==> config.mk <==
export PLATFORM = sky130hd
export DESIGN_NAME = i2c_master_bit_engine
export DESIGN_NICKNAME = d
export VERILOG_FILES = /design/src/i2cmb_pkg.sv /design/src/i2cmb_front.sv /design/src/i2cmb_back.sv /design/src/i2c_master_bit_engine.sv
export SDC_FILE = /design/constraint.sdc
export NUM_CORES = 1
export LEC_CHECK = 0
export ABC_AREA = 0
export BUFFER_PORTS_ARGS = -buffer_cell sky130_fd_sc_hd__buf_2
export CORE_UTILIZATION = 55
export CTS_BUF_LIST = sky130_fd_sc_hd__clkbuf_4
export DETAILED_ROUTE_END_ITERATION = 8
export PLACE_DENSITY = 0.81
export SLEW_MARGIN = 40
export SYNTH_ARGS = -nofsm -noshare
export SYNTH_HDL_FRONTEND = slang
export SYNTH_SLANG_ARGS = --single-unit
==> constraint.sdc <==
create_clock -name clk -period 9.1 [get_ports clk]
set_clock_uncertainty 0.2 [all_clocks]
set_input_delay 0.91 -clock clk [delete_from_list [all_inputs] [get_ports clk]]
set_output_delay 0.91 -clock clk [all_outputs]
set_load 0.005 [all_outputs]
==> src/i2cmb_pkg.sv <==
// ----------------------------------------------------------------------------
// i2cmb_pkg
// Types, codes and constants shared by the I2C master bit engine modules.
// ----------------------------------------------------------------------------
package i2cmb_pkg;

  localparam int BYTE_BITS    = 8;
  localparam int BIT_W        = $clog2(BYTE_BITS);
  localparam int SLOT_W       = 16;
  localparam int CFG_IDX_W    = 2;
  localparam int CFG_DATA_W   = 16;
  localparam int QUEUE_DEPTH  = 2;

  // Configuration register indexes.
  localparam logic [CFG_IDX_W-1:0] CFG_SLOT_TICKS = CFG_IDX_W'(0);
  localparam logic [CFG_IDX_W-1:0] CFG_LEAD_LOW   = CFG_IDX_W'(1);

  localparam logic [SLOT_W-1:0] SLOT_TICKS_RESET = SLOT_W'(5);
  localparam logic              LEAD_LOW_RESET   = 1'b1;

  // Request codes double as the engine's command state; code zero is a tick
  // on the request side and the idle state on the engine side.
  typedef enum logic [2:0] {
    CMD_IDLE  = 3'd0,
    CMD_START = 3'd1,
    CMD_STOP  = 3'd2,
    CMD_WRITE = 3'd3,
    CMD_READ  = 3'd4,
    CMD_SACK  = 3'd5,
    CMD_RACK  = 3'd6
  } cmd_t;

  typedef struct packed {
    logic [2:0]           req_type;
    logic [BYTE_BITS-1:0] wdata;
    logic                 ack_bit;
    logic                 sda_in;
  } req_t;

  typedef struct packed {
    logic                 scl;
    logic                 sda_out;
    logic                 busy_res;
    logic                 done_res;
    logic [BYTE_BITS-1:0] rdata;
    logic                 ack_seen;
    logic                 rejected;
  } rsp_t;

  // A classified item as it sits in the queue between front and back.
  typedef struct packed {
    logic                 is_cmd;
    cmd_t                 cmd;
    logic [BYTE_BITS-1:0] wdata;
    logic                 ack_bit;
    logic                 sda_in;
  } item_t;

endpackage

==> src/i2cmb_front.sv <==
// ----------------------------------------------------------------------------
// i2cmb_front
// Accepts request transfers, classifies each one as a tick or a command and
// holds it in a short queue until the engine takes it.
// ----------------------------------------------------------------------------
module i2cmb_front #(
  parameter int DEPTH = i2cmb_pkg::QUEUE_DEPTH
) (
  input  logic              clk,
  input  logic              rst,
  input  logic              req_valid,
  output logic              req_stall,
  input  i2cmb_pkg::req_t   req,
  output logic              q_valid,
  input  logic              q_pop,
  output i2cmb_pkg::item_t  q_item
);
  import i2cmb_pkg::*;

  localparam int PTR_W = $clog2(DEPTH);
  localparam int CNT_W = $clog2(DEPTH + 1);
  localparam logic [PTR_W-1:0] LAST_PTR = PTR_W'(DEPTH - 1);
  localparam logic [CNT_W-1:0] FULL_CNT = CNT_W'(DEPTH);

  item_t            entries [DEPTH];
  logic [PTR_W-1:0] wr_ptr;
  logic [PTR_W-1:0] rd_ptr;
  logic [CNT_W-1:0] count;
  item_t            cls;
  logic             push;
  logic             pop;

  // Request code seven means nothing and runs as a tick.
  always_comb begin
    cls.is_cmd  = req.req_type inside {[3'd1:3'd6]};
    cls.cmd     = cmd_t'(req.req_type);
    cls.wdata   = req.wdata;
    cls.ack_bit = req.ack_bit;
    cls.sda_in  = req.sda_in;
  end

  assign req_stall = (count == FULL_CNT);
  assign push      = req_valid && !req_stall;
  assign q_valid   = (count != '0);
  assign pop       = q_pop && q_valid;
  assign q_item    = entries[rd_ptr];

  always_ff @(posedge clk) begin
    if (push) begin
      entries[wr_ptr] <= cls;
    end
  end

  always_ff @(posedge clk) begin
    if (rst) begin
      wr_ptr <= '0;
      rd_ptr <= '0;
      count  <= '0;
    end else begin
      if (push) begin
        wr_ptr <= (wr_ptr == LAST_PTR) ? '0 : wr_ptr + 1'b1;
      end
      if (pop) begin
        rd_ptr <= (rd_ptr == LAST_PTR) ? '0 : rd_ptr + 1'b1;
      end
      case ({push, pop})
        2'b10:   count <= count + 1'b1;
        2'b01:   count <= count - 1'b1;
        default: count <= count;
      endcase
    end
  end

endmodule

==> src/i2cmb_back.sv <==
// ----------------------------------------------------------------------------
// i2cmb_back
// Bit engine: plays out each command as a row of delay slots on SCL and SDA,
// samples received bits, and registers one response per queued item.
// ----------------------------------------------------------------------------
module i2cmb_back (
  input  logic                           clk,
  input  logic                           rst,
  input  logic                           q_valid,
  output logic                           q_pop,
  input  i2cmb_pkg::item_t               q_item,
  output logic                           rsp_valid,
  input  logic                           rsp_stall,
  output i2cmb_pkg::rsp_t                rsp,
  input  logic                           cfg_valid,
  output logic                           cfg_ready,
  input  logic [i2cmb_pkg::CFG_IDX_W-1:0]  cfg_index,
  input  logic [i2cmb_pkg::CFG_DATA_W-1:0] cfg_data
);
  import i2cmb_pkg::*;

  localparam logic [BIT_W-1:0] LAST_BIT = BIT_W'(BYTE_BITS - 1);

  typedef struct packed {
    logic scl;
    logic sda;
  } pins_t;

  logic [SLOT_W-1:0]    slot_ticks;
  logic                 lead_low;

  cmd_t                 cmd_reg, cmd_reg_next;
  logic [2:0]           phase, phase_next;
  logic [BIT_W-1:0]     bit_index, bit_index_next;
  logic [SLOT_W-1:0]    slot_count, slot_count_next;
  logic [BYTE_BITS-1:0] shift_reg, shift_reg_next;
  logic                 scl_level, scl_level_next;
  logic                 sda_level, sda_level_next;
  logic                 ack_reg, ack_reg_next;
  logic [BYTE_BITS-1:0] rbyte, rbyte_next;
  logic                 ack_out, ack_out_next;
  logic                 done, rej;
  logic                 fire;
  logic [SLOT_W-1:0]    slot_len;
  logic [SLOT_W-1:0]    cnt_dec;
  logic [2:0]           last_phase;
  logic                 finish;
  pins_t                pins;
  rsp_t                 rsp_next;

  // Pin levels set on entering a slot.
  function automatic pins_t enter_pins(cmd_t c, logic [2:0] ph, logic [BIT_W-1:0] bi,
                                       logic [BYTE_BITS-1:0] sh, logic ao,
                                       logic cur_scl, logic cur_sda);
    pins_t p;
    p.scl = cur_scl;
    p.sda = cur_sda;
    case (c)
      CMD_START: begin
        if (ph == 3'd0) p.scl = 1'b0;
        else if (ph == 3'd1) begin
          p.sda = 1'b1;
          p.scl = 1'b1;
        end else p.sda = 1'b0;
      end
      CMD_STOP: begin
        if (ph == 3'd0) p.scl = 1'b0;
        else if (ph == 3'd1) begin
          p.sda = 1'b0;
          p.scl = 1'b1;
        end else p.sda = 1'b1;
      end
      CMD_WRITE: begin
        if (ph == 3'd0) p.scl = 1'b0;
        else if (ph == 3'd1) p.sda = sh[LAST_BIT - bi];
        else p.scl = 1'b1;
      end
      CMD_READ: begin
        if (ph == 3'd0) p.scl = 1'b0;
        else if (ph == 3'd1) p.scl = 1'b1;
      end
      CMD_SACK: begin
        if (ph == 3'd0 || ph == 3'd3) p.scl = 1'b0;
        else if (ph == 3'd1) p.sda = ao;
        else p.scl = 1'b1;
      end
      CMD_RACK: begin
        if (ph == 3'd0 || ph == 3'd3) p.scl = 1'b0;
        else if (ph == 3'd1) p.scl = 1'b1;
        else p.sda = 1'b1;
      end
      default: begin
      end
    endcase
    return p;
  endfunction

  assign cfg_ready = 1'b1;
  assign fire      = q_valid && (!rsp_valid || !rsp_stall);
  assign q_pop     = fire;
  assign slot_len  = (slot_ticks == '0) ? SLOT_W'(1) : slot_ticks;
  assign cnt_dec   = slot_count - 1'b1;

  // Next state of the engine for the item at the head of the queue.
  always_comb begin
    cmd_reg_next    = cmd_reg;
    phase_next      = phase;
    bit_index_next  = bit_index;
    slot_count_next = slot_count;
    shift_reg_next  = shift_reg;
    scl_level_next  = scl_level;
    sda_level_next  = sda_level;
    ack_reg_next    = ack_reg;
    rbyte_next      = rbyte;
    ack_out_next    = ack_out;
    done            = 1'b0;
    rej             = 1'b0;
    finish          = 1'b0;
    last_phase      = (cmd_reg == CMD_SACK || cmd_reg == CMD_RACK) ? 3'd3 : 3'd2;
    pins            = '{scl: scl_level, sda: sda_level};

    if (fire) begin
      if (q_item.is_cmd) begin
        if (cmd_reg != CMD_IDLE) begin
          rej = 1'b1;
        end else begin
          cmd_reg_next   = q_item.cmd;
          bit_index_next = '0;
          phase_next     = ((q_item.cmd == CMD_START || q_item.cmd == CMD_STOP)
                            && !lead_low) ? 3'd1 : 3'd0;
          if (q_item.cmd == CMD_WRITE) shift_reg_next = q_item.wdata;
          if (q_item.cmd == CMD_READ) begin
            shift_reg_next = '0;
            sda_level_next = 1'b1;
          end
          if (q_item.cmd == CMD_SACK) ack_out_next = q_item.ack_bit;
          pins = enter_pins(q_item.cmd, phase_next, '0, shift_reg_next, ack_out_next,
                            scl_level, sda_level_next);
          scl_level_next  = pins.scl;
          sda_level_next  = pins.sda;
          slot_count_next = slot_len;
        end
      end else if (cmd_reg != CMD_IDLE) begin
        slot_count_next = cnt_dec;
        if (cnt_dec == '0) begin
          if (phase == 3'd1 && cmd_reg == CMD_READ) begin
            shift_reg_next = {shift_reg[BYTE_BITS-2:0], q_item.sda_in};
          end
          if (phase == 3'd1 && cmd_reg == CMD_RACK) ack_reg_next = q_item.sda_in;
          if (phase >= last_phase) begin
            if (cmd_reg == CMD_WRITE || cmd_reg == CMD_READ) begin
              if (bit_index == LAST_BIT) begin
                if (cmd_reg == CMD_READ) rbyte_next = shift_reg_next;
                finish = 1'b1;
              end else begin
                bit_index_next = bit_index + 1'b1;
                phase_next     = 3'd0;
                pins = enter_pins(cmd_reg, 3'd0, bit_index_next, shift_reg_next,
                                  ack_out, scl_level, sda_level);
                scl_level_next  = pins.scl;
                sda_level_next  = pins.sda;
                slot_count_next = slot_len;
              end
            end else begin
              finish = 1'b1;
            end
          end else begin
            phase_next = phase + 1'b1;
            pins = enter_pins(cmd_reg, phase_next, bit_index, shift_reg_next,
                              ack_out, scl_level, sda_level);
            scl_level_next  = pins.scl;
            sda_level_next  = pins.sda;
            slot_count_next = slot_len;
          end
          if (finish) begin
            cmd_reg_next   = CMD_IDLE;
            phase_next     = 3'd0;
            bit_index_next = '0;
            done           = 1'b1;
          end
        end
      end
    end
  end

  // Response for the item, built from the state it leaves behind.
  always_comb begin
    rsp_next.scl      = scl_level_next;
    rsp_next.sda_out  = sda_level_next;
    rsp_next.busy_res = (cmd_reg_next != CMD_IDLE);
    rsp_next.done_res = done;
    rsp_next.rdata    = rbyte_next;
    rsp_next.ack_seen = ack_reg_next;
    rsp_next.rejected = rej;
  end

  always_ff @(posedge clk) begin
    if (rst) begin
      slot_ticks <= SLOT_TICKS_RESET;
      lead_low   <= LEAD_LOW_RESET;
    end else if (cfg_valid && cfg_ready) begin
      if (cfg_index == CFG_SLOT_TICKS) slot_ticks <= cfg_data[SLOT_W-1:0];
      if (cfg_index == CFG_LEAD_LOW) lead_low <= cfg_data[0];
    end
  end

  always_ff @(posedge clk) begin
    if (rst) begin
      cmd_reg    <= CMD_IDLE;
      phase      <= 3'd0;
      bit_index  <= '0;
      slot_count <= '0;
      shift_reg  <= '0;
      scl_level  <= 1'b1;
      sda_level  <= 1'b1;
      ack_reg    <= 1'b0;
      rbyte      <= '0;
      ack_out    <= 1'b0;
      rsp_valid  <= 1'b0;
    end else begin
      cmd_reg    <= cmd_reg_next;
      phase      <= phase_next;
      bit_index  <= bit_index_next;
      slot_count <= slot_count_next;
      shift_reg  <= shift_reg_next;
      scl_level  <= scl_level_next;
      sda_level  <= sda_level_next;
      ack_reg    <= ack_reg_next;
      rbyte      <= rbyte_next;
      ack_out    <= ack_out_next;
      if (fire) rsp_valid <= 1'b1;
      else if (!rsp_stall) rsp_valid <= 1'b0;
    end
  end

  always_ff @(posedge clk) begin
    if (fire) begin
      rsp <= rsp_next;
    end
  end

`ifndef NO_ASSERTIONS
  a_done_idle: assert property (@(posedge clk) disable iff (rst)
    rsp_valid && rsp.done_res |-> !rsp.busy_res)
    else $error("done reported while still busy");

  a_rej_busy: assert property (@(posedge clk) disable iff (rst)
    rsp_valid && rsp.rejected |-> rsp.busy_res)
    else $error("command rejected while idle");

  a_slot_live: assert property (@(posedge clk) disable iff (rst)
    cmd_reg != CMD_IDLE |-> slot_count != '0)
    else $error("busy with an empty slot counter");

  a_idle_phase: assert property (@(posedge clk) disable iff (rst)
    cmd_reg == CMD_IDLE |-> phase == 3'd0 && bit_index == '0)
    else $error("idle engine left phase or bit index set");
`endif

endmodule

==> src/i2c_master_bit_engine.sv <==
// ----------------------------------------------------------------------------
// i2c_master_bit_engine
// I2C master bit engine: SCL/SDA waveform generator driven by command and
// tick transfers.
// ----------------------------------------------------------------------------
// Every request transfer (a command or a tick) yields exactly one response
// transfer carrying the pin levels and status after that item. The block
// takes one request per clock while req_stall is low; the engine updates
// its slot counter and phase once per item, and a two-entry queue plus the
// response register absorb stalls on either side until the queue fills.
// Commands arriving while a waveform is in progress are ignored and flagged
// as rejected. Register 0 sets the ticks per delay slot (zero behaves as
// one), register 1 selects whether start and stop lead with an SCL-low
// slot; write them only while the block is idle.
// ----------------------------------------------------------------------------
module i2c_master_bit_engine #(
  parameter int QUEUE_DEPTH = i2cmb_pkg::QUEUE_DEPTH
) (
  input  logic                             clk,
  input  logic                             rst,
  input  logic                             req_valid,
  output logic                             req_stall,
  input  i2cmb_pkg::req_t                  req,
  output logic                             rsp_valid,
  input  logic                             rsp_stall,
  output i2cmb_pkg::rsp_t                  rsp,
  input  logic                             cfg_valid,
  output logic                             cfg_ready,
  input  logic [i2cmb_pkg::CFG_IDX_W-1:0]  cfg_index,
  input  logic [i2cmb_pkg::CFG_DATA_W-1:0] cfg_data
);
  import i2cmb_pkg::*;

  logic  q_valid;
  logic  q_pop;
  item_t q_item;

  i2cmb_front #(
    .DEPTH (QUEUE_DEPTH)
  ) u_front (
    .clk       (clk),
    .rst       (rst),
    .req_valid (req_valid),
    .req_stall (req_stall),
    .req       (req),
    .q_valid   (q_valid),
    .q_pop     (q_pop),
    .q_item    (q_item)
  );

  i2cmb_back u_back (
    .clk       (clk),
    .rst       (rst),
    .q_valid   (q_valid),
    .q_pop     (q_pop),
    .q_item    (q_item),
    .rsp_valid (rsp_valid),
    .rsp_stall (rsp_stall),
    .rsp       (rsp),
    .cfg_valid (cfg_valid),
    .cfg_ready (cfg_ready),
    .cfg_index (cfg_index),
    .cfg_data  (cfg_data)
  );

endmodule

==> out/metrics.csv, run 1 <==
stage,metric,value,unit
clocking,clock-root-buffer,clkbuf_4,
outcome,run_status,finished clean,
worst_setup_path,r2r_cells,9,
job,maxCapViolCount,0,
sta,slew_viol_final,0,
synth,synth-edff-count,42,
drt,via_count,5002,
synth,syn_nets,676,
synth,synth_cell_type_count,75,
layout,num-nets-final,703,
global_routing,grt_pass1_vias,4447,
drt,route.final.wire_length,13.29,mm
min_path,whs_path_depth,2,
worst_setup_path,crit_required,9.29,ns
global_routing,grt_usage,24.67,%
worst_setup_path,worst_setup_path_end_kind,flop,
synth,yosys.area_share.simple,23.03,%
power,ir_drop,0.1793,mV
floorplan,ioPinCount,53,
power,p_per_area,318.2,nW/um2
sta,setup_viol,0,
clocking,cts_resized,0,
global_routing,antenna_found_initial,0,
placement,detailed_place_hpwl,9.270,mm
worst_setup_path,cp.arrival,4.36,ns
placement,place_area,6126,um2
sta,rsz0062_at_grt,no,
worst_setup_path,startpoint_type,flop,
synth,synthTopCellsByCount,"82 x nand2_1, 68 x dfxtp_1, 51 x a21oi_1",
sta,max_freq,239.8,MHz
clocking,h-tree-depth,3,
layout,regMostFlops,u_front.entries,
drt,drc,0,
synth,synth_warnings,0,
min_path,worstHoldEndpoint,u_back.rbyte[3],
worst_setup_path,cp_max_fo,7,
layout,largest_reg_flops,28,
layout,n_antenna_cell,0,
worst_setup_path,rrSetupSlack,4.93,ns
placement,place_ws,5.029,ns
synth,syn_area_per_cell,9.304,um2
placement,port-buffer-count,51,
synth,synth_compound_area_share,16.54,%
floorplan,coreArea,10280,um2
min_path,min_from,u_back.rbyte[3],
sta,finalSetupTns,0,ns
sta,hold_viol,0,
sta,period_share,45.82,%
clocking,cts.clk_slew.worst_paths,0.18,ns
synth,synth_top_cell_area_share,23.37,%
clocking,insertion_delay,0.49,ns
synth,ys.flop_type,dfxtp_1,
drt,wl_per_cell,16.74,um
sta,tightest_slew,0.8404,ns
drt,drtPass1Iterations,5,
layout,fin_util,61.20,%
clocking,clock-sinks,110,
synth,synthesis.area,5824,um2
synth,post_synth_xor_area_fraction,1.654,%
layout,final_area,6290,um2
floorplan,initial_core_util,56.67,%
layout,drive_above_1_share,16.57,%
clocking,post_cts_buffers,0,
global_routing,grt_overflow,0,
sta,max_slew_margin,43.38,%
synth,synthMostInstantiatedCell,nand2_1,
min_path,min_path_type,flop to flop,
clocking,cts_tree,built,
drt,viasPerCell,6.300,
power,finalPower,2.002,mW
synth,synth_fa_ha_area_share,3.008,%
placement,globalplace.congestion,0.9552,
synth,async_flop_share,0,%
floorplan,die_w,104.9,um
worst_setup_path,r2r_end,u_back.phase[0],
synth,ys_seq_area_share,45.03,%
floorplan,row_count,37,
global_routing,grt_pass1_wl,21.73,mm
clocking,holdBufCountCts,0,
layout,reg_top3,"u_front.entries (28), u_back.slot_count (16), u_back.slot_ticks (16)",
synth,syn_inst,626,
sta,post-route-min-period,4.169,ns
synth,synth_top_family_by_area,simple AND/OR/NAND/NOR gates,
synth,synthMuxAreaShare,6.638,%
global_routing,grt_max_degree,58,
sta,setup_slack,4.931,ns
worst_setup_path,criticalPathCategory,flop to flop,
clocking,cts_max_path_buffers,2,
clocking,cts_made_buffers,9,
layout,nFillCells,843,
floorplan,dieArea,11010,um2
drt,drt-initial-drc-count,492,
floorplan,dieHeight,104.9,um
worst_setup_path,r2r-start,u_back.slot_count[0],
synth,synth-seq-cells,110,
power,leakage,2.399,nW
drt,drtAntennaViolNets,0,
synth,synth_top_area_cell,dfxtp_1,
layout,area_growth,7.991,%
synth,synth.area.top_cells,"dfxtp_1 23%, edfxtp_1 22%, nand2_1 5.3%, mux2i_1 4.6%, a21oi_1 4.4%",
-- per-stage QoR --
step	instances	hold WS (ns)
global route	794	0.2933
global placement	778	0.2463
finish	794	0.2753
CTS	794	0.2752
floorplan	626	0.2355
detailed placement	778	0.2537
-- critical path: stages (launching register included) --
cell,delay [ns]
dfxtp_1,0.40
inv_1,0.10
ha_1,0.26
or4b_2,0.69
nor3_1,0.31
xor2_1,0.19
or4_1,0.71
o21ai_0,0.72
a21oi_1,0.14
a2111oi_1,0.33
-- worst max path at each step --
stage	start	endpoint
6_report	u_back.slot_count[0]	u_back.phase[0]
5_1_grt	u_back.slot_count[0]	u_back.phase[0]
4_1_cts	u_back.slot_count[0]	u_back.phase[0]
3_5_place_dp	rsp_stall	u_back.slot_count[7]
3_3_place_gp	rsp_stall	u_back.slot_count[7]
2_1_floorplan	u_back.slot_count[0]	u_back.rsp[1]
-- area by class of cell --
class	instances	area [um2]	share of cell area [%]
multi-input cells	460	2985	47.46
flip-flops and latches	110	2624	41.71
repair buffers	57	300.3	4.774
well taps	136	170.2	2.705
clock inverters	7	86.33	1.373
clock buffers	9	67.56	1.074
inverters	15	56.30	0.8952
-- logic make-up (layout without fill, tap and decap cells) --
family,after synthesis,count (layout)
and+or+nand+nor,253,253
AOI/OAI and AO/OA,146,146
DFF,110,110
buffers and inverters,56,88
muxes,35,35
adders and majority gates,14,14
xor gates and xnor gates,11,11
other,1,1
-- where the power goes --
part           total (mW)  switching, mW  internal [mW]
combinational       0.995          0.628          0.366
clock               0.263          0.174         0.0891
sequential          0.744          0.117          0.627
total                2.00          0.919           1.08
-- per-layer routing --
| metal | wire length [um] | GRT usage (%) | up-vias | share of wire, % |
|---|---|---|---|---|
| li1 | - | - | 2391 | - |
| met4 | 326 | 10.87 | 0 | 2.5 |
| met2 | 6102 | 37.42 | 227 | 46 |
| met3 | 962 | 3.930 | 35 | 7.2 |
| met1 | 5896 | 34.82 | 2349 | 44 |
| met5 | 0 | 0 | - | 0 |
-- layout by cell type (no fill, tap or decap), drive strengths merged, types with 4 or more instances in the layout --
cell / synthesis / final
dfxtp: 68 / 68
nor3b: 5 / 5
o22ai: 9 / 9
or4: 7 / 7
or3: 7 / 7
o311a: 5 / 5
mux2: 6 / 6
nand4: 11 / 11
nand2: 82 / 82
nand3b: 7 / 7
nand3: 21 / 21
a21oi: 51 / 51
nor2: 33 / 33
edfxtp: 42 / 42
o21ai: 24 / 24
xor2: 7 / 7
o211ai: 5 / 5
nor4b: 4 / 4
xnor2: 4 / 4
nand2b: 6 / 6
or2: 10 / 10
nor4: 21 / 21
nor3: 17 / 17
buf: 14 / 57
mux2i: 27 / 27
clkbuf: 27 / 9
ha: 14 / 14
and3: 8 / 8
inv: 15 / 18
o221ai: 4 / 4
and2: 5 / 5
o21bai: 4 / 4
Note: power is estimated with default switching activity, not from simulation.
==> run 2, diff against run 1 <==
PLACE_DENSITY = 0.84   (was 0.81)
clock period = 3.49 ns   (was 9.1 ns; I/O delays follow)
==> run 2 against run 1 <==
Against the previous run: clock power grew to 2.6 times the previous value; via count increased by 7.1%; sequential share of layout area shrank 3.2 points; flip-flop and latch count did not move; hold slack got worse by 0.26 ns; worst setup slack lost 4.8 ns; utilization grew 5.1 points.
==> out/metrics.csv, run 2 (synthesis results as in run 1) <==
stage,metric,value,unit
drt,via_count,5356,
layout,n_antenna_cell,0,
floorplan,dieArea,11010,um2
clocking,clock-root-buffer,clkbuf_4,
placement,place_ws,0.1001,ns
floorplan,die_w,104.9,um
sta,max_slew_margin,49.91,%
sta,hold_viol,0,
drt,viasPerCell,6.301,
clocking,clock-sinks,110,
worst_setup_path,startpoint_type,flop,
global_routing,grt_overflow,0,
worst_setup_path,cp.arrival,3.57,ns
global_routing,grt_pass1_wl,24.66,mm
drt,drtAntennaViolNets,0,
worst_setup_path,criticalPathCategory,flop to flop,
clocking,cts.clk_slew.worst_paths,0.16,ns
layout,num-nets-final,759,
sta,max_freq,296.1,MHz
worst_setup_path,cp_max_fo,7,
global_routing,grt_usage,28.29,%
sta,post-route-min-period,3.377,ns
placement,globalplace.congestion,0.9400,
placement,port-buffer-count,51,
drt,route.final.wire_length,15.03,mm
floorplan,initial_core_util,56.67,%
worst_setup_path,path_common_cell,or4_4,
min_path,min_path_type,input pin to flop,
power,p_per_area,807.6,nW/um2
global_routing,antenna_found_initial,0,
sta,tightest_slew,0.7305,ns
worst_setup_path,worst_setup_path_end_kind,flop,
sta,period_share,96.76,%
global_routing,grt_pass1_vias,5122,
layout,final_cell_mix,"82 x nand2_1, 66 x dfxtp_1, 51 x buf_2",
drt,drc,0,
placement,placed_cells,804,
worst_setup_path,critPathMaxStageDelay,0.63,ns
clocking,h-tree-depth,3,
floorplan,ioPinCount,53,
layout,reg_top3,"u_front.entries (28), u_back.slot_count (16), u_back.slot_ticks (16)",
power,ir_drop,0.4760,mV
floorplan,row_count,37,
layout,final_common_cell,nand2_1,
drt,met1Wirelength,6.332,mm
power,leakage,2.658,nW
sta,setup_viol,0,
sta,setup_slack,0.1131,ns
clocking,post_cts_buffers,0,
worst_setup_path,crit_chain,"inv_1, ha_1, or4b_2, nor3_2, xor2_1, or4_4, or4_4, mux2_4, and2_1",
floorplan,dieHeight,104.9,um
layout,final_cells,850,
sta,timing.hold.ws,0.01855,ns
drt,highest_layer,met4,
placement,detailed_place_hpwl,10.08,mm
clocking,insertion_delay,0.49,ns
layout,largest_reg_flops,28,
clocking,cts_max_path_buffers,2,
outcome,run_status,finished clean,
layout,nFillCells,800,
clocking,cts_tree,built,
layout,drive_above_1_share,19.05,%
floorplan,coreArea,10280,um2
drt,drt-initial-drc-count,532,
job,maxCapViolCount,0,
clocking,cts_made_buffers,9,
drt,drtPass1Iterations,5,
global_routing,grt_max_degree,57,
worst_setup_path,crit_required,3.69,ns
layout,regMostFlops,u_front.entries,
drt,met3WireLength,1.338,mm
drt,wl_met2,7.083,mm
layout,area_growth,17.04,%
worst_setup_path,cp_slowest_cell,or4b_2,
drt,wl_per_cell,17.69,um
sta,slew_viol_final,0,
[run 2: cell types whose count changed in the layout (fill, tap and decap cells not counted), moves of 2 or more]
cell,previous run,this run
inv_1,12,14
dlygate4sd3_1,0,30
inv_2,3,1
buf_4,6,31
[run 2: cell type report]
class                           count  area, um2  share of cell area (%)
Timing Repair Buffer              113      808.3                   11.86
Clock inverter                      6      81.33                   1.193
Sequential cell                   110       2625                   38.51
Tap cell                          136      170.2                   2.496
Inverter                           15      56.30                  0.8260
Multi-Input combinational cell    460       3000                   44.02
Clock buffer                       10      75.07                   1.101
[run 2: report_power, final]
part           switching (mW)  total (mW)  leakage [nW]  internal (mW)
sequential              0.239        1.87         0.948           1.63
combinational            1.78        2.94          1.63           1.16
clock                   0.452       0.691        0.0779          0.240
[run 2: worst max-delay path: cells and delay by family (launching register included)]
kind	cells	cell delay, ns
adder cells (fa/ha/maj)	1	0.16
flip-flops	1	0.39
multiplexers	1	0.31
buffers and inverters	1	0.09
AND/OR/NAND/NOR	5	1.99
XOR/XNOR	1	0.14
[run 2: path summary, 6_finish.rpt]
path / from / to / slack [ns] / cells past startpoint
setup / recovery: u_back.slot_count[0] / u_back.ack_reg / 0.11 / 9
setup reg to reg: u_back.slot_count[0] / u_back.ack_reg / 0.11 / 9
hold / removal: cfg_valid / u_back.lead_low / 0.02 / 4
hold reg to reg: u_back.rbyte[0] / u_back.rbyte[0] / 0.27 / 2
[run 2: per-layer routing]
| metal | global-route usage [%] | vias to the layer above |
|---|---|---|
| met4 | 10.06 | 0 |
| met5 | 0 | - |
| li1 | - | 2502 |
| met3 | 4.741 | 30 |
| met2 | 46.83 | 301 |
| met1 | 37.38 | 2523 |
[run 2: metrics by stage]
step	setup TNS (ns)	cell area [um2]	util, %	total power, mW
final	0	6817	66.33	5.505
after global routing	-0.006811	6817	66.33	5.830
after CTS	0	6794	66.11	5.395
after global placement	0	6329	61.58	4.597
after detailed placement	0	6337	61.66	4.685
after floorplan	0	5829	-	3.824
[run 2: timing repair]
| action | 4_1_cts | 5_1_grt |
|---|---|---|
| hold buffers | 30 | 0 |
| resized for setup | 0 | 6 |
| endpoints found under the setup margin | 0 | 19 |
| hold endpoints to repair | 44 | 0 |
==> run 3, diff against run 2 <==
CORE_MARGIN = 3   (was unset)
SETUP_SLACK_MARGIN = 0.2   (was unset)
==> run 3 against run 2 <==
Against the previous run: clock power fell by 12%; wire length fell by 1.0%; total power rose by 2.9%; highest routed layer unchanged.
==> out/metrics.csv, run 3 (synthesis results as in run 1) <==
stage,metric,value,unit
drt,drtPass1Iterations,7,
worst_setup_path,crit_chain,"or4_4, nor4_4, xor2_1, or4_4, or4_4, mux2_4, and2_1",
layout,final_common_cell,nand2_1,
drt,wl_per_cell,17.59,um
clocking,cts.clk_slew.worst_paths,0.17,ns
worst_setup_path,cp-startpoint,u_back.slot_count[10],
placement,place_ws,0.1041,ns
global_routing,grt_pass1_wl,23.96,mm
job,maxCapViolCount,0,
sta,slew_viol_final,0,
floorplan,dieHeight,108.9,um
power,p_per_area,821.0,nW/um2
clocking,cts_made_buffers,9,
global_routing,antenna_found_initial,1,
sta,setup_slack,0.2674,ns
min_path,min_path_type,input pin to flop,
drt,route.final.wire_length,14.88,mm
sta,max_freq,310.3,MHz
sta,max_slew_margin,46.60,%
worst_setup_path,cp_max_fo,5,
power,ir_drop,0.6011,mV
worst_setup_path,worst_setup_path_end_kind,flop,
placement,detailed_place_hpwl,10.03,mm
layout,regMostFlops,u_front.entries,
layout,final_cell_mix,"81 x nand2_1, 63 x dfxtp_1, 51 x buf_2",
placement,placed_cells,793,
worst_setup_path,crit_buf_inv,0,
placement,port-buffer-count,51,
power,finalPower,5.664,mW
worst_setup_path,crit_required,3.69,ns
sta,setup_viol,0,
floorplan,row_count,36,
worst_setup_path,endpoint,u_back.ack_reg,
placement,globalplace.congestion,1.004,
worst_setup_path,critPathMaxStageDelay,0.56,ns
floorplan,coreArea,10040,um2
worst_setup_path,cp_slowest_cell,or4_4,
worst_setup_path,startpoint_type,flop,
sta,tightest_slew,0.7962,ns
layout,nFillCells,719,
layout,largest_reg_flops,28,
clocking,clock-root-buffer,clkbuf_4,
drt,drc,0,
clocking,cts_tree,built,
global_routing,grt_pass1_vias,4953,
clocking,cts_max_path_buffers,2,
worst_setup_path,path_common_cell,or4_4,
sta,finalSetupTns,0,ns
floorplan,die_w,108.9,um
layout,reg_top3,"u_front.entries (28), u_back.slot_count (16), u_back.slot_ticks (16)",
sta,hold_viol,0,
worst_setup_path,r2r-start,u_back.slot_count[10],
min_path,min_from,cfg_valid,
drt,drt-initial-drc-count,572,
worst_setup_path,cp.arrival,3.42,ns
floorplan,ioPinCount,53,
layout,num-nets-final,757,
worst_setup_path,cp_top_family,simple AND/OR/NAND/NOR gates,
clocking,h-tree-depth,3,
drt,viasPerCell,6.228,
sta,post-route-min-period,3.223,ns
clocking,insertion_delay,0.47,ns
drt,drtAntennaViolNets,0,
worst_setup_path,r2r_end,u_back.ack_reg,
power,leakage,2.661,nW
floorplan,dieArea,11860,um2
global_routing,grt_usage,25.49,%
worst_setup_path,rrSetupSlack,0.27,ns
worst_setup_path,criticalPathCategory,flop to flop,
floorplan,initial_core_util,57.98,%
layout,drive_above_1_share,21.35,%
worst_setup_path,path_depth,7,
worst_setup_path,r2r_cells,7,
clocking,clock-sinks,110,
global_routing,grt_max_degree,57,
sta,rsz0062_at_grt,no,
layout,final_cells,846,
global_routing,grt_overflow,0,
layout,area_growth,18.45,%
sta,period_share,92.34,%
outcome,run_status,finished clean,
drt,via_count,5269,
run 3: cell types whose count changed in the layout (fill, tap and decap cells not counted), sizes merged:
| cell | previous run | this run |
|---|---|---|
| buf | 83 | 81 |
| diode | 0 | 1 |
| inv | 17 | 18 |
| clkinvlp | 2 | 1 |
| clkbuf | 10 | 9 |
| bufinv | 1 | 0 |
| clkinv | 1 | 3 |
run 3: layout make-up:
type / instances / area, um2 / area share (%)
Antenna cell: 1 / 2.502 / 0.03627
Inverter: 15 / 56.30 / 0.8161
Clock inverter: 7 / 65.06 / 0.9431
Tap cell: 133 / 166.4 / 2.412
Timing Repair Buffer: 111 / 793.3 / 11.50
Sequential cell: 110 / 2634 / 38.18
Clock buffer: 9 / 67.56 / 0.9793
Multi-Input combinational cell: 460 / 3114 / 45.14
run 3: routing by layer:
metal / routed length [um] / global-route usage, % / vias up
li1: - / - / 2503
met2: 6958 / 40.92 / 273
met1: 6437 / 35.37 / 2465
met4: 300 / 10.10 / 0
met3: 1181 / 2.724 / 28
met5: 0 / 0 / -
run 3: worst min-delay path by stage:
stage | endpoint | slack (ns) | depth (start not counted)
after CTS | u_back.lead_low | 0.04 | 4
after floorplan | u_back.lead_low | 0.24 | 2
final | u_back.lead_low | 0.07 | 4
after global routing | u_back.lead_low | 0.09 | 4
after detailed placement | u_back.slot_ticks[0] | 0.26 | 2
after global placement | u_back.rbyte[0] | 0.25 | 2
run 3: per-stage QoR:
step	hold slack, ns	utilization (%)	instance area (um2)
floorplan	0.2355	-	5856
global placement	0.2488	62.62	6290
detailed placement	0.2591	62.67	6295
CTS	0.04344	67.30	6760
global route	0.08778	68.68	6899
finish	0.06734	68.68	6899
run 3: timing repair:
action,4_1_cts,5_1_grt
resized for setup,8,23
pin swaps,0,5
setup endpoints to repair,33,44
hold endpoints to repair,44,0
hold buffers,30,0
buffers inserted,0,6
run 3: worst register-to-register path, delay by kind of cell (launching register included):
kind,cells,cell delay [ns]
mux,1,0.31
flops,1,0.43
simple gates,5,2.04
xor+xnor,1,0.17
run 3: power by group:
part	switching, mW	internal, mW	leakage, nW	total [mW]
logic	1.86	1.28	1.64	3.13
clock network	0.447	0.162	0.0693	0.609
registers	0.280	1.64	0.950	1.92
total	2.59	3.08	2.66	5.66
